`src/hw/rtl/hsc_pkg.sv`:
```
// Heater station controller package: command types, register indexes, constants.
// No dependencies; imported by every module of the controller.
`default_nettype none

package hsc_pkg;

    localparam int STORE_BYTES = 65536;
    localparam int QUEUE_DEPTH = 4;
    localparam int QUEUE_AW    = $clog2(QUEUE_DEPTH);

    localparam logic [31:0] PATTERN_SLOW = 32'h0000FFFF;
    localparam logic [31:0] PATTERN_FAST = 32'hAAAAAAAA;

    localparam logic [9:0]  SETPOINT_MIN_RESET  = 10'd200;
    localparam logic [9:0]  SETPOINT_MAX_RESET  = 10'd450;
    localparam logic [5:0]  SUPPLY_MIN_RESET    = 6'd20;
    localparam logic [5:0]  SUPPLY_MAX_RESET    = 6'd26;
    localparam logic [7:0]  NEAR_BAND_RESET     = 8'd20;
    localparam logic [15:0] PWM_PERIOD_RESET    = 16'd20000;
    localparam logic [5:0]  PERSIST_DELAY_RESET = 6'd30;
    localparam logic [9:0]  SETPOINT_RESET      = 10'd200;
    localparam logic signed [10:0] LAST_TEMP_RESET = -11'sd1;

    localparam logic [2:0] FUNC_TICK    = 3'd0;
    localparam logic [2:0] FUNC_MEASURE = 3'd1;
    localparam logic [2:0] FUNC_ENCODER = 3'd2;
    localparam logic [2:0] FUNC_BUTTON  = 3'd3;
    localparam logic [2:0] FUNC_RESTORE = 3'd4;

    localparam logic [2:0] CFG_SETPOINT_MIN  = 3'd0;
    localparam logic [2:0] CFG_SETPOINT_MAX  = 3'd1;
    localparam logic [2:0] CFG_SUPPLY_MIN    = 3'd2;
    localparam logic [2:0] CFG_SUPPLY_MAX    = 3'd3;
    localparam logic [2:0] CFG_NEAR_BAND     = 3'd4;
    localparam logic [2:0] CFG_PWM_PERIOD    = 3'd5;
    localparam logic [2:0] CFG_PERSIST_DELAY = 3'd6;

    typedef enum logic [2:0] {
        K_NONE,
        K_TICK,
        K_MEASURE,
        K_ENCODER,
        K_BUTTON,
        K_RESTORE
    } cmd_kind_t;

    typedef struct packed {
        cmd_kind_t          kind;
        logic signed [10:0] measured_temp;
        logic [5:0]         measured_supply;
        logic [15:0]        encoder_count;
        logic [9:0]         restore_setpoint;
        logic [15:0]        restore_address;
    } cmd_t;

endpackage

`default_nettype wire

```
`src/hw/rtl/hsc_front.sv`:
```
// Front end: accepts input beats, classifies the function code, pushes commands.
// Depends on hsc_pkg; feeds hsc_queue.
`default_nettype none

module hsc_front (
    input  wire logic               in_valid,
    output logic                    in_stall,
    input  wire logic [2:0]         func,
    input  wire logic signed [10:0] measured_temp,
    input  wire logic [5:0]         measured_supply,
    input  wire logic [15:0]        encoder_count,
    input  wire logic [9:0]         restore_setpoint,
    input  wire logic [15:0]        restore_address,
    input  wire logic               queue_full,
    output logic                    push,
    output hsc_pkg::cmd_t           push_data
);
    import hsc_pkg::*;

    cmd_kind_t kind;

    always_comb
    begin
        unique case (func)
            FUNC_TICK:    kind = K_TICK;
            FUNC_MEASURE: kind = K_MEASURE;
            FUNC_ENCODER: kind = K_ENCODER;
            FUNC_BUTTON:  kind = K_BUTTON;
            FUNC_RESTORE: kind = K_RESTORE;
            default:      kind = K_NONE;
        endcase
    end

    assign in_stall = queue_full;
    // drop unused codes here
    assign push     = in_valid && !queue_full && (kind != K_NONE);

    always_comb
    begin
        push_data.kind             = kind;
        push_data.measured_temp    = measured_temp;
        push_data.measured_supply  = measured_supply;
        push_data.encoder_count    = encoder_count;
        push_data.restore_setpoint = restore_setpoint;
        push_data.restore_address  = restore_address;
    end

endmodule

`default_nettype wire

```
`src/hw/rtl/hsc_queue.sv`:
```
// Command queue between front and back end, QUEUE_DEPTH entries.
// Depends on hsc_pkg.
`default_nettype none

module hsc_queue (
    input  wire logic    clk,
    input  wire logic    rst_n,
    input  wire logic    push,
    input  wire hsc_pkg::cmd_t push_data,
    output logic         full,
    input  wire logic    pop,
    output hsc_pkg::cmd_t pop_data,
    output logic         empty
);
    import hsc_pkg::*;

    cmd_t                mem [QUEUE_DEPTH];
    logic [QUEUE_AW-1:0] wr_ptr_reg;
    logic [QUEUE_AW-1:0] rd_ptr_reg;
    logic [QUEUE_AW:0]   count_reg;
    logic [QUEUE_AW:0]   count_next;

    assign full     = (count_reg == (QUEUE_AW+1)'(QUEUE_DEPTH));
    assign empty    = (count_reg == '0);
    assign pop_data = mem[rd_ptr_reg];

    always_comb
    begin
        count_next = count_reg;
        if (push && !pop)
            count_next = count_reg + 1'b1;
        else if (pop && !push)
            count_next = count_reg - 1'b1;
    end

    always_ff @(posedge clk)
    begin
        if (push)
            mem[wr_ptr_reg] <= push_data;
    end

    always_ff @(posedge clk or negedge rst_n)
    begin
        if (!rst_n)
        begin
            wr_ptr_reg <= '0;
            rd_ptr_reg <= '0;
            count_reg  <= '0;
        end
        else
        begin
            if (push)
                wr_ptr_reg <= wr_ptr_reg + 1'b1;
            if (pop)
                rd_ptr_reg <= rd_ptr_reg + 1'b1;
            count_reg <= count_next;
        end
    end

endmodule

`default_nettype wire

```
`src/hw/rtl/hsc_back.sv`:
```
// Back end: configuration registers, controller state, tick evaluation, output register.
// Depends on hsc_pkg; pops commands from hsc_queue.
`default_nettype none

module hsc_back (
    input  wire logic         clk,
    input  wire logic         rst_n,
    input  wire logic         cfg_valid,
    output logic              cfg_ready,
    input  wire logic [2:0]   cfg_index,
    input  wire logic [15:0]  cfg_data,
    input  wire hsc_pkg::cmd_t cmd,
    input  wire logic         queue_empty,
    output logic              pop,
    output logic              out_valid,
    input  wire logic         out_stall,
    output logic [15:0]       duty,
    output logic              led,
    output logic              heater_enabled,
    output logic              supply_fault,
    output logic              persist_write,
    output logic [15:0]       write_address,
    output logic [15:0]       clear_address,
    output logic [9:0]        setpoint_now
);
    import hsc_pkg::*;

    localparam logic [16:0] STORE_LIMIT = 17'(STORE_BYTES);

    function automatic logic [15:0] duty_thirty(input logic [15:0] period);
        logic [17:0] x;
        logic [35:0] prod;
        x    = {1'b0, period, 1'b0} + {2'b00, period} + 18'd5;
        prod = 36'(x) * 36'd209716;
        return {1'b0, prod[35:21]};
    endfunction

    logic [9:0]  setpoint_min_reg, setpoint_max_reg;
    logic [5:0]  supply_min_reg, supply_max_reg;
    logic [7:0]  near_band_reg;
    logic [15:0] pwm_period_reg, duty30_reg;
    logic [5:0]  persist_delay_reg;

    logic [4:0]  blink_pos_reg, blink_pos_next;
    logic        blink_fast_reg, blink_fast_next;
    logic        heater_on_reg, heater_on_next;
    logic        paused_reg, paused_next;
    logic        start_req_reg, start_req_next;
    logic        stop_req_reg, stop_req_next;
    logic        force_reg, force_next;
    logic [9:0]  setpoint_reg, setpoint_next;
    logic [9:0]  last_setpoint_reg, last_setpoint_next;
    logic signed [10:0] temp_reg, temp_next;
    logic signed [10:0] last_temp_reg, last_temp_next;
    logic [5:0]  supply_reg, supply_next;
    logic [15:0] duty_reg, duty_next;
    logic [5:0]  persist_count_reg, persist_count_next;
    logic        persist_pending_reg, persist_pending_next;
    logic [15:0] store_addr_reg, store_addr_next;

    logic        out_valid_reg;
    logic        led_reg, led_next;
    logic        fault_reg, fault_next;
    logic        wr_reg, wr_next;
    logic [15:0] waddr_reg, waddr_next;
    logic [15:0] caddr_reg, caddr_next;

    logic        out_free;
    logic        tick;
    logic signed [12:0] diff;
    logic [16:0] addr_inc;

    assign cfg_ready = 1'b1;
    assign out_free  = !out_valid_reg || !out_stall;
    assign pop       = !queue_empty && ((cmd.kind != K_TICK) || out_free);
    assign tick      = pop && (cmd.kind == K_TICK);
    assign addr_inc  = {1'b0, store_addr_reg} + 17'd2;

    always_comb
    begin
        blink_pos_next       = blink_pos_reg;
        blink_fast_next      = blink_fast_reg;
        heater_on_next       = heater_on_reg;
        paused_next          = paused_reg;
        start_req_next       = start_req_reg;
        stop_req_next        = stop_req_reg;
        force_next           = force_reg;
        setpoint_next        = setpoint_reg;
        last_setpoint_next   = last_setpoint_reg;
        temp_next            = temp_reg;
        last_temp_next       = last_temp_reg;
        supply_next          = supply_reg;
        duty_next            = duty_reg;
        persist_count_next   = persist_count_reg;
        persist_pending_next = persist_pending_reg;
        store_addr_next      = store_addr_reg;
        led_next             = 1'b0;
        fault_next           = 1'b0;
        wr_next              = 1'b0;
        waddr_next           = '0;
        caddr_next           = '0;
        diff                 = 13'(signed'({3'b000, setpoint_reg})) - 13'(temp_reg);

        if (pop)
        begin
            unique case (cmd.kind)
                K_TICK:
                begin
                    led_next = blink_fast_reg ? PATTERN_FAST[blink_pos_reg]
                                              : PATTERN_SLOW[blink_pos_reg];
                    blink_pos_next = blink_pos_reg + 1'b1;
                    fault_next = (supply_reg < supply_min_reg) || (supply_reg > supply_max_reg);
                    if (fault_next)
                    begin
                        if (heater_on_reg && !paused_reg)
                        begin
                            paused_next    = 1'b1;
                            heater_on_next = 1'b0;
                        end
                    end
                    else if (start_req_reg)
                    begin
                        if (!heater_on_reg)
                        begin
                            heater_on_next = 1'b1;
                            paused_next    = 1'b0;
                            force_next     = 1'b1;
                        end
                    end
                    else if (stop_req_reg)
                        heater_on_next = 1'b0;
                    else if (paused_reg)
                    begin
                        paused_next = 1'b0;
                        if (!heater_on_reg)
                        begin
                            heater_on_next = 1'b1;
                            force_next     = 1'b1;
                        end
                    end

                    if (heater_on_next && !paused_next)
                    begin
                        if (force_next || (last_temp_reg != temp_reg)
                            || (last_setpoint_reg != setpoint_reg))
                        begin
                            if (diff < 0)
                            begin
                                duty_next       = '0;
                                blink_fast_next = 1'b0;
                            end
                            else if (diff <= 13'(signed'({5'b00000, near_band_reg})))
                            begin
                                duty_next       = duty30_reg;
                                blink_fast_next = 1'b1;
                            end
                            else
                            begin
                                duty_next       = pwm_period_reg;
                                blink_fast_next = 1'b1;
                            end
                            force_next = 1'b0;
                        end
                    end
                    else
                    begin
                        duty_next       = '0;
                        blink_fast_next = 1'b0;
                    end

                    last_temp_next     = temp_reg;
                    last_setpoint_next = setpoint_reg;
                    start_req_next     = 1'b0;
                    stop_req_next      = 1'b0;

                    if (persist_pending_reg)
                    begin
                        if (persist_count_reg == '0)
                        begin
                            wr_next    = 1'b1;
                            waddr_next = (addr_inc >= STORE_LIMIT) ? 16'd0 : addr_inc[15:0];
                            caddr_next = store_addr_reg;
                            store_addr_next = waddr_next;
                            persist_pending_next = 1'b0;
                        end
                        else
                            persist_count_next = persist_count_reg - 1'b1;
                    end
                end
                K_MEASURE:
                begin
                    temp_next   = cmd.measured_temp;
                    supply_next = cmd.measured_supply;
                end
                K_ENCODER:
                begin
                    if (heater_on_reg && (cmd.encoder_count != {6'd0, setpoint_reg}))
                    begin
                        persist_count_next   = persist_delay_reg;
                        persist_pending_next = 1'b1;
                        if (cmd.encoder_count < {6'd0, setpoint_min_reg})
                            setpoint_next = setpoint_min_reg;
                        else if (cmd.encoder_count > {6'd0, setpoint_max_reg})
                            setpoint_next = setpoint_max_reg;
                        else
                            setpoint_next = cmd.encoder_count[9:0];
                    end
                end
                K_BUTTON:
                begin
                    start_req_next = !heater_on_reg;
                    stop_req_next  = heater_on_reg;
                end
                K_RESTORE:
                begin
                    if (cmd.restore_setpoint != '0)
                    begin
                        if ((cmd.restore_setpoint > setpoint_max_reg)
                            || (cmd.restore_setpoint < setpoint_min_reg))
                            setpoint_next = setpoint_min_reg;
                        else
                            setpoint_next = cmd.restore_setpoint;
                    end
                    store_addr_next = cmd.restore_address;
                end
                default:
                begin
                end
            endcase
        end
    end

    always_ff @(posedge clk or negedge rst_n)
    begin
        if (!rst_n)
        begin
            setpoint_min_reg  <= SETPOINT_MIN_RESET;
            setpoint_max_reg  <= SETPOINT_MAX_RESET;
            supply_min_reg    <= SUPPLY_MIN_RESET;
            supply_max_reg    <= SUPPLY_MAX_RESET;
            near_band_reg     <= NEAR_BAND_RESET;
            pwm_period_reg    <= PWM_PERIOD_RESET;
            duty30_reg        <= duty_thirty(PWM_PERIOD_RESET);
            persist_delay_reg <= PERSIST_DELAY_RESET;
        end
        else if (cfg_valid && cfg_ready)
        begin
            unique case (cfg_index)
                CFG_SETPOINT_MIN:  setpoint_min_reg  <= cfg_data[9:0];
                CFG_SETPOINT_MAX:  setpoint_max_reg  <= cfg_data[9:0];
                CFG_SUPPLY_MIN:    supply_min_reg    <= cfg_data[5:0];
                CFG_SUPPLY_MAX:    supply_max_reg    <= cfg_data[5:0];
                CFG_NEAR_BAND:     near_band_reg     <= cfg_data[7:0];
                CFG_PWM_PERIOD:
                begin
                    pwm_period_reg <= cfg_data;
                    duty30_reg     <= duty_thirty(cfg_data);
                end
                CFG_PERSIST_DELAY: persist_delay_reg <= cfg_data[5:0];
                default:
                begin
                end
            endcase
        end
    end

    always_ff @(posedge clk or negedge rst_n)
    begin
        if (!rst_n)
        begin
            blink_pos_reg       <= '0;
            blink_fast_reg      <= 1'b0;
            heater_on_reg       <= 1'b0;
            paused_reg          <= 1'b0;
            start_req_reg       <= 1'b0;
            stop_req_reg        <= 1'b0;
            force_reg           <= 1'b1;
            setpoint_reg        <= SETPOINT_RESET;
            last_setpoint_reg   <= '0;
            temp_reg            <= '0;
            last_temp_reg       <= LAST_TEMP_RESET;
            supply_reg          <= '0;
            duty_reg            <= '0;
            persist_count_reg   <= '0;
            persist_pending_reg <= 1'b0;
            store_addr_reg      <= '0;
            out_valid_reg       <= 1'b0;
        end
        else
        begin
            blink_pos_reg       <= blink_pos_next;
            blink_fast_reg      <= blink_fast_next;
            heater_on_reg       <= heater_on_next;
            paused_reg          <= paused_next;
            start_req_reg       <= start_req_next;
            stop_req_reg        <= stop_req_next;
            force_reg           <= force_next;
            setpoint_reg        <= setpoint_next;
            last_setpoint_reg   <= last_setpoint_next;
            temp_reg            <= temp_next;
            last_temp_reg       <= last_temp_next;
            supply_reg          <= supply_next;
            duty_reg            <= duty_next;
            persist_count_reg   <= persist_count_next;
            persist_pending_reg <= persist_pending_next;
            store_addr_reg      <= store_addr_next;
            if (tick)
                out_valid_reg <= 1'b1;
            else if (!out_stall)
                out_valid_reg <= 1'b0;
        end
    end

    // hold result beat until taken
    logic [15:0] out_duty_reg;
    logic        out_on_reg;
    logic [9:0]  out_setpoint_reg;

    always_ff @(posedge clk)
    begin
        if (tick)
        begin
            out_duty_reg     <= duty_next;
            led_reg          <= led_next;
            out_on_reg       <= heater_on_next;
            fault_reg        <= fault_next;
            wr_reg           <= wr_next;
            waddr_reg        <= waddr_next;
            caddr_reg        <= caddr_next;
            out_setpoint_reg <= setpoint_reg;
        end
    end

    assign out_valid      = out_valid_reg;
    assign duty           = out_duty_reg;
    assign led            = led_reg;
    assign heater_enabled = out_on_reg;
    assign supply_fault   = fault_reg;
    assign persist_write  = wr_reg;
    assign write_address  = waddr_reg;
    assign clear_address  = caddr_reg;
    assign setpoint_now   = out_setpoint_reg;

    a_tick_loads_output: assert property (@(posedge clk) disable iff (!rst_n)
        tick |=> out_valid_reg)
        else $error("tick popped without a result beat");

    a_on_not_paused: assert property (@(posedge clk) disable iff (!rst_n)
        !(heater_on_reg && paused_reg))
        else $error("heater both running and paused");

    a_no_write_no_addr: assert property (@(posedge clk) disable iff (!rst_n)
        (out_valid_reg && !wr_reg) |-> (waddr_reg == '0 && caddr_reg == '0))
        else $error("addresses set without a persist write");

    a_setpoint_only_on_pop: assert property (@(posedge clk) disable iff (!rst_n)
        !pop |=> $stable(setpoint_reg))
        else $error("setpoint changed without a command");

endmodule

`default_nettype wire

```
`src/hw/rtl/heater_station_controller.sv`:
```
// Heater station controller top level: front end, command queue, back end.
// Depends on hsc_pkg, hsc_front, hsc_queue, hsc_back.
//
// One event beat is taken per clock while the four-entry command queue has room; the back
// end executes one command per cycle unless a tick waits on the output register, so the
// sustained rate is one beat per cycle while results are taken. A tick's result is loaded
// into the output register when the back end pops it; a tick at the head of the queue waits
// there only while the single output register still holds an untaken result; other events
// produce no result. Configuration writes are always accepted and take effect for commands executed afterwards.
`default_nettype none

module heater_station_controller (
    input  wire logic               clk,
    input  wire logic               rst_n,
    input  wire logic               cfg_valid,
    output logic                    cfg_ready,
    input  wire logic [2:0]         cfg_index,
    input  wire logic [15:0]        cfg_data,
    input  wire logic               in_valid,
    output logic                    in_stall,
    input  wire logic [2:0]         func,
    input  wire logic signed [10:0] measured_temp,
    input  wire logic [5:0]         measured_supply,
    input  wire logic [15:0]        encoder_count,
    input  wire logic [9:0]         restore_setpoint,
    input  wire logic [15:0]        restore_address,
    output logic                    out_valid,
    input  wire logic               out_stall,
    output logic [15:0]             duty,
    output logic                    led,
    output logic                    heater_enabled,
    output logic                    supply_fault,
    output logic                    persist_write,
    output logic [15:0]             write_address,
    output logic [15:0]             clear_address,
    output logic [9:0]              setpoint_now
);
    import hsc_pkg::*;

    cmd_t push_data;
    cmd_t pop_data;
    logic push;
    logic pop;
    logic queue_full;
    logic queue_empty;

    hsc_front u_front (
        .in_valid         (in_valid),
        .in_stall         (in_stall),
        .func             (func),
        .measured_temp    (measured_temp),
        .measured_supply  (measured_supply),
        .encoder_count    (encoder_count),
        .restore_setpoint (restore_setpoint),
        .restore_address  (restore_address),
        .queue_full       (queue_full),
        .push             (push),
        .push_data        (push_data)
    );

    hsc_queue u_queue (
        .clk       (clk),
        .rst_n     (rst_n),
        .push      (push),
        .push_data (push_data),
        .full      (queue_full),
        .pop       (pop),
        .pop_data  (pop_data),
        .empty     (queue_empty)
    );

    hsc_back u_back (
        .clk            (clk),
        .rst_n          (rst_n),
        .cfg_valid      (cfg_valid),
        .cfg_ready      (cfg_ready),
        .cfg_index      (cfg_index),
        .cfg_data       (cfg_data),
        .cmd            (pop_data),
        .queue_empty    (queue_empty),
        .pop            (pop),
        .out_valid      (out_valid),
        .out_stall      (out_stall),
        .duty           (duty),
        .led            (led),
        .heater_enabled (heater_enabled),
        .supply_fault   (supply_fault),
        .persist_write  (persist_write),
        .write_address  (write_address),
        .clear_address  (clear_address),
        .setpoint_now   (setpoint_now)
    );

endmodule

`default_nettype wire

```
`config.mk`:
```
export PLATFORM = sky130hd
export DESIGN_NAME = heater_station_controller
export DESIGN_NICKNAME = d
export VERILOG_FILES = /design/src/hw/rtl/hsc_pkg.sv /design/src/hw/rtl/hsc_front.sv /design/src/hw/rtl/hsc_queue.sv /design/src/hw/rtl/hsc_back.sv /design/src/hw/rtl/heater_station_controller.sv
export SDC_FILE = /design/constraint.sdc
export NUM_CORES = 1
export LEC_CHECK = 0
export ABC_AREA = 1
export BUFFER_PORTS_ARGS = -buffer_cell sky130_fd_sc_hd__buf_2
export CAP_MARGIN = 20
export CORE_AREA = 2 2 284 356
export CTS_CLUSTER_SIZE = 40
export DETAILED_ROUTE_END_ITERATION = 8
export DIE_AREA = 0 0 286 358
export GPL_TIMING_DRIVEN = 0
export PLACE_DENSITY_LB_ADDON = 0.08
export SYNTH_ARGS = -nofsm -noshare
export SYNTH_HDL_FRONTEND = slang
export SYNTH_SLANG_ARGS = --single-unit
```
`constraint.sdc`:
```
create_clock -name clk -period 5.5 [get_ports clk]
set_clock_uncertainty 0.2 [all_clocks]
set_input_delay 0.825 -clock clk [delete_from_list [all_inputs] [get_ports clk]]
set_output_delay 0.825 -clock clk [all_outputs]
set_load 0.05 [all_outputs]
```
==> flow_metrics.py, run 1 <==
metrics = {
    "final_layout": {
        "fin_nets": 3834,
        "largest_register_ffs": 248,
        "area_growth_pct": 24.27,
        "multiInputGateArea_mm2": 0.01533,
        "fill_cells": 10070,
        "seq_area_mm2": 0.01394,
        "design_area_mm2": 0.03674,
        "drive_gt1_frac": 0.2231,
    },
    "sta": {
        "fin_tns_setup_ns": -14.49,
        "hold_violations": 0,
        "finalCriticalPeriod_ns": 6.642,
        "worstMarginPinSlew_ns": 0.7472,
        "rsz0062_at_grt": "true",
        "setup_violations": 15,
        "hold_ws_ns": 0.2155,
        "drv_slew": 0,
        "fin_crit_sh": 1.208,
        "max_clock_freq_mhz": 150.6,
        "setup_slack_ns": -1.142,
        "slew_headroom": 0.5007,
    },
    "logic_synthesis": {
        "syn_area_mm2": 0.02957,
        "synthCells": 3118,
        "syn-num-nets": 3533,
        "seq_area_frac_synth": 0.4716,
        "yosys-top-cells-count": "nand2_1 (649), inv_1 (428), edfxtp_1 (310), nor2_1 (270), ha_1 (245)",
        "ys.flop_type": "edfxtp_1",
        "ys_warn_count": 0,
        "synth_edf_count": 310,
        "async_flop_share": 0.3712,
        "yosysMostFrequentCell": "nand2_1",
        "synthDistinctLibCells": 65,
        "avgSynthCellArea_um2": 9.483,
        "yosysTopAreaCell": "edfxtp_1",
        "ys_seq_elements": 493,
        "synth_top_area_frac": 0.3148,
        "synth.area.top_cells": "edfxtp_1 (31%), dfrtp_1 (12%), ha_1 (10%)",
    },
    "hold_path": {
        "hp-start": "measured_temp[6]",
        "hold_class": "in2reg",
        "hold-path-cell-count": 1,
    },
    "status": {
        "status": "complete, but fails checks",
        "violations": "setup timing",
    },
    "route": {
        "vias_per_cell": 4.692,
        "drt-pass1-iter-count": 5,
        "postRouteAntennaNets": 0,
        "wl_per_cell_um": 20.31,
        "drcViolationCount": 0,
        "dr.first_iter.drc_count": 1250,
        "vias": 22400,
        "wirelength_mm": 96.97,
    },
    "floorplan": {
        "num_rows": 129,
        "dieArea_mm2": 0.1024,
        "coreArea_mm2": 0.09878,
        "start_util": 0.2993,
        "die_h_um": 358,
        "die_w_um": 286,
        "ios": 151,
    },
    "setup_path": {
        "reg2reg_from": "u_back.setpoint_reg[0]$_DFFE_PN0P_",
        "rr_worst_depth": 21,
        "cp-startpoint": "cfg_data[3]",
        "crit_type": "in2reg",
        "cpPeakStageDelay_ns": 0.52,
        "endpoint_kind": "register",
        "cp_slowest_cell": "fa_1",
        "crit_path_start_kind": "input pin",
        "crit_family": "adder cells",
        "r2r_slack_ns": 1.11,
        "crit_cells": 35,
        "cp.arrival_ns": 6.98,
        "crit_buf_inv": 7,
        "path_max_fanout": 5,
        "cp.required_ns": 5.84,
    },
    "job": {
        "cap_viol_max_count": 0,
    },
    "placed_design": {
        "dpl_worst_slack_ns": -3.123,
        "hpwl_mm": 74.90,
        "port_buffers": 149,
        "place_congestion": 0.9120,
        "placed_cell_area_mm2": 0.03288,
    },
    "clock_network": {
        "clock_path_buffers": 3,
        "cts_root_buf": "clkbuf_16",
        "htreeDepth": 2,
        "cts_tree": "yes",
        "clk_pin_slew_ns": 0.06,
        "cts_buffers": 51,
        "clk_latency_ns": 0.61,
        "cts_sinks": 493,
    },
    "grt": {
        "grt_pass1_vias": 23600,
        "grtUsageTotal": 0.1898,
        "grt_pass1_wl_mm": 145.5,
        "grt_max_degree": 114,
        "gr-total-overflow": 0,
        "antenna_found_initial": 10,
    },
}
## cell type report
type,instances,area share
tap,1310,0.04461
clock buffer,71,0.03960
sequential,493,0.3795
antenna,4,0.0002724
clock inverter,24,0.009160
buffer,87,0.01389
inverter,439,0.04587
multi-input combinational,2099,0.4172
timing repair buffer,248,0.04989
## worst register-to-register path, delay by kind of cell (launching register included)
kind / cells / cell delay (ns)
xor gates and xnor gates: 1 / 0.14
AOI/OAI and AO/OA: 2 / 0.33
DFF: 1 / 0.53
and+or+nand+nor: 13 / 1.45
adders and majority gates: 3 / 1.03
buffers and inverters: 2 / 0.47
## timing repair
| item | in CTS | in global routing |
|---|---|---|
| pin swaps | 81 | 80 |
| hold endpoints to repair | 1 | 0 |
| setup endpoints to repair | 15 | 15 |
| buffers inserted | 68 | 23 |
| cloned | 0 | 0 |
| gates resized for setup | 202 | 103 |
| hold buffers | 1 | 0 |
## through the flow
stage	utilization	instances
finish	0.3720	4775
detailed placement	0.3329	4589
CTS	0.3660	4752
floorplan	-	3118
global placement	0.3296	4577
global route	0.3719	4771
## cells in the final DEF (no fill, tap or decap), types with 9 or more instances in the layout
cell       count
o21ai_2       17
fa_1          74
fa_2          10
buf_12        13
nand2_2       32
clkbuf_1      45
nand3_2       19
nor3_1        17
xor2_4        10
o21ai_0      194
buf_6         29
inv_2         40
o21ai_1       31
buf_4         79
edfxtp_1     310
ha_1         188
xor2_1        40
nand4_1       21
nand2_1      613
a21oi_2       29
ha_4          54
dfstp_2       45
o22ai_1       34
nor2_4        19
xnor2_1       18
buf_2        163
nand3_1      142
clkbuf_16     54
a21oi_4       13
nor2_2        14
nand3b_1      12
inv_1        387
dfrtp_1      138
nand2_4       21
nor2_1       240
o21bai_1      10
inv_4          9
a21oi_1      109
## metal layers
| metal | global-route usage | up-vias | share of wire |
|---|---|---|---|
| met3 | 0.02144 | 152 | 0.032 |
| met1 | 0.2175 | 10920 | 0.40 |
| met5 | 0 | - | 0.00038 |
| met4 | 0.06754 | 6 | 0.036 |
| met2 | 0.3614 | 386 | 0.53 |
| li1 | - | 10940 | - |
## cells by family after synthesis
kind of cell	after synthesis	share of synthesized area
mux	11	0.004020
flops	493	0.4716
simple gates	1176	0.1689
buf+inv	526	0.07342
compound gates	502	0.09623
xor+xnor	80	0.02509
other cells	1	0.0001268
fa+ha+maj	329	0.1606
## worst paths after layout
kind / to
min reg2reg: u_back.duty30_reg[9]$_DFFE_PN1P_
min in group asynchronous: u_queue.rd_ptr_reg[0]$_DFFE_PN0P_
min: u_queue.mem[3][54]$_DFFE_PP_
max reg2reg: u_back.duty[6]$_DFFE_PP_
max: u_back.duty30_reg[9]$_DFFE_PN1P_
max in group asynchronous: u_back.duty_reg[5]$_DFF_PN0_
Power of run 1 is not shown: default switching activity piles up to over one toggle a cycle in this logic, so the estimate is an artifact.
==> inputs of run 2 (changes only) <==
CORE_AREA = 2 2 241 421   (was 2 2 284 356)
DIE_AREA = 0 0 243 423   (was 0 0 286 358)
RECOVER_POWER = 25   (was default)
==> run 2 against run 1 <==
  * The flow still finishes with violations (setup timing)
  * Die area increased by 0.39%
  * Register-to-register slack better by 0.15 ns
  * Via count increased by 0.84%
  * Critical path type unchanged
  * Critical endpoint unchanged
  * Largest cell class unchanged
==> flow_metrics.py, run 2 (same netlist as run 1, synthesis figures left out) <==
metrics = {
    "final_layout": {
        "largest_register_ffs": 248,
        "fill_cells": 10210,
        "layout.cells.non_filler": 4757,
        "drive_gt1_frac": 0.1956,
        "fin_nets": 3819,
        "mostFrequentLayoutCell": "nand2_1",
        "area_growth_pct": 21.66,
        "diodes": 0,
        "final_cell_mix": "nand2_1 (615), inv_1 (397), edfxtp_1 (310)",
    },
    "floorplan": {
        "ios": 151,
        "die_w_um": 243,
        "coreArea_mm2": 0.09916,
        "start_util": 0.2982,
        "die_h_um": 423,
        "num_rows": 153,
        "dieArea_mm2": 0.1028,
    },
    "setup_path": {
        "crit_path_start_kind": "input pin",
        "cp-startpoint": "cfg_data[2]",
        "reg2reg_from": "u_back.setpoint_reg[2]$_DFFE_PN0P_",
        "crit_end": "u_back.duty30_reg[9]$_DFFE_PN1P_",
        "crit_type": "in2reg",
        "rr_worst_depth": 20,
        "cp.arrival_ns": 6.94,
        "cpPeakStageDelay_ns": 0.52,
        "reg2reg_to": "u_back.duty[10]$_DFFE_PP_",
        "cp_slowest_cell": "fa_1",
        "r2r_slack_ns": 1.26,
        "path_max_fanout": 4,
        "cp.required_ns": 5.82,
        "endpoint_kind": "register",
    },
    "clock_network": {
        "cts_sinks": 493,
        "clk_latency_ns": 0.59,
        "clock_path_buffers": 3,
        "htreeDepth": 2,
        "cts_buffers": 46,
        "cts_tree": "yes",
        "clk_pin_slew_ns": 0.06,
        "cts_root_buf": "clkbuf_16",
    },
    "sta": {
        "fin_crit_sh": 1.204,
        "max_clock_freq_mhz": 151.0,
        "hold_violations": 0,
        "finalCriticalPeriod_ns": 6.624,
        "rsz0062_at_grt": "true",
        "setup_slack_ns": -1.124,
        "worstMarginPinSlew_ns": 0.8952,
        "drv_slew": 0,
        "setup_violations": 15,
        "slew_headroom": 0.4032,
    },
    "job": {
        "cap_viol_max_count": 0,
    },
    "route": {
        "vias_per_cell": 4.749,
        "drt-pass1-iter-count": 5,
        "wirelength_mm": 100.4,
        "drcViolationCount": 0,
        "dr.first_iter.drc_count": 1148,
        "vias": 22590,
        "wl_per_cell_um": 21.10,
        "postRouteAntennaNets": 0,
    },
    "status": {
        "status": "complete, but fails checks",
        "violations": "setup timing",
    },
    "grt": {
        "gr-total-overflow": 0,
        "grt_pass1_vias": 23790,
        "grt_pass1_wl_mm": 148.9,
        "grtUsageMet1": 0.1927,
        "busiest_layer": "met2",
        "met3_usage": 0.01908,
        "grtUsageMet2": 0.3960,
        "grt_max_degree": 111,
        "antenna_found_initial": 4,
        "grtUsageTotal": 0.1940,
    },
    "hold_path": {
        "hold_class": "reg2reg",
    },
    "placed_design": {
        "port_buffers": 149,
        "hpwl_mm": 79.10,
        "dp_cells": 4595,
        "dpl_worst_slack_ns": -3.049,
        "place_congestion": 0.9022,
    },
}
-- run 2: changes by cell type in the layout (fill, tap and decap cells not counted), moves of 6 or more --
cell,change
clkbuf_16,-8
inv_2,-8
buf_2,-62
ha_4,-7
clkinv_2,+8
a21oi_2,+6
nand2_4,-7
inv_1,+10
clkbuf_1,+51
-- run 2: worst min-delay path by stage --
stage / from / end / slack, ns / cells past startpoint
after floorplan: u_back.pwm_period_reg[15]$_DFFE_PN0P_ / u_back.pwm_period_reg[15]$_DFFE_PN0P_ / 0.24 / 2
after global placement: u_back.duty30_reg[10]$_DFFE_PN1P_ / u_back.duty30_reg[10]$_DFFE_PN1P_ / 0.26 / 2
after detailed placement: u_back.duty30_reg[10]$_DFFE_PN1P_ / u_back.duty30_reg[10]$_DFFE_PN1P_ / 0.26 / 2
after CTS: restore_setpoint[4] / u_queue.mem[0][20]$_DFFE_PP_ / 0.20 / 1
after global routing: measured_temp[10] / u_queue.mem[2][58]$_DFFE_PP_ / 0.27 / 1
final: u_back.duty30_reg[10]$_DFFE_PN1P_ / u_back.duty30_reg[10]$_DFFE_PN1P_ / 0.27 / 2
-- run 2: layout make-up --
class / instances / area (µm²) / share of cell area
buffer: 87 / 510.5 / 0.01419
clock buffer: 51 / 1190 / 0.03308
clock inverter: 33 / 315.3 / 0.008765
inverter: 439 / 1680 / 0.04671
multi-input combinational: 2099 / 15060 / 0.4186
sequential: 493 / 13940 / 0.3877
tap: 1317 / 1648 / 0.04581
timing repair buffer: 238 / 1624 / 0.04515
-- run 2: routing by layer --
layer  part of all wire  vias up
met2               0.57      497
met3              0.031      184
li1                   -    10900
met5            0.00056        -
met1               0.35    11010
met4              0.051        8
-- run 2: worst max-delay path: cells and delay by family --
| family | cells | cell delay, ns |
|---|---|---|
| AOI/OAI and AO/OA | 5 | 0.90 |
| xor gates and xnor gates | 1 | 0.27 |
| adders and majority gates | 9 | 3.36 |
| buffers and inverters | 9 | 0.65 |
| and+or+nand+nor | 8 | 0.91 |
-- run 2: repair_timing --
item | in CTS | in global routing
hold buffers | 1 | 0
hold endpoints to repair | 8 | 0
setup buffers | 55 | 23
resized for setup | 157 | 95
pin swaps | 58 | 52
endpoints found under the setup margin | 15 | 15
-- run 2: metrics by stage --
step	instance area [µm²]	TNS [ns]	hold WS, ns	util
2_1_floorplan	30170	-15.60	0.2427	-
3_3_place_gp	32570	-600.68	0.2576	0.3284
3_5_place_dp	32850	-41.12	0.2603	0.3313
4_1_cts	35540	-16.57	0.1981	0.3584
5_1_grt	35970	-18.42	0.2708	0.3628
6_report	35970	-14.93	0.2702	0.3628
Power of run 2 is left out for the same reason.
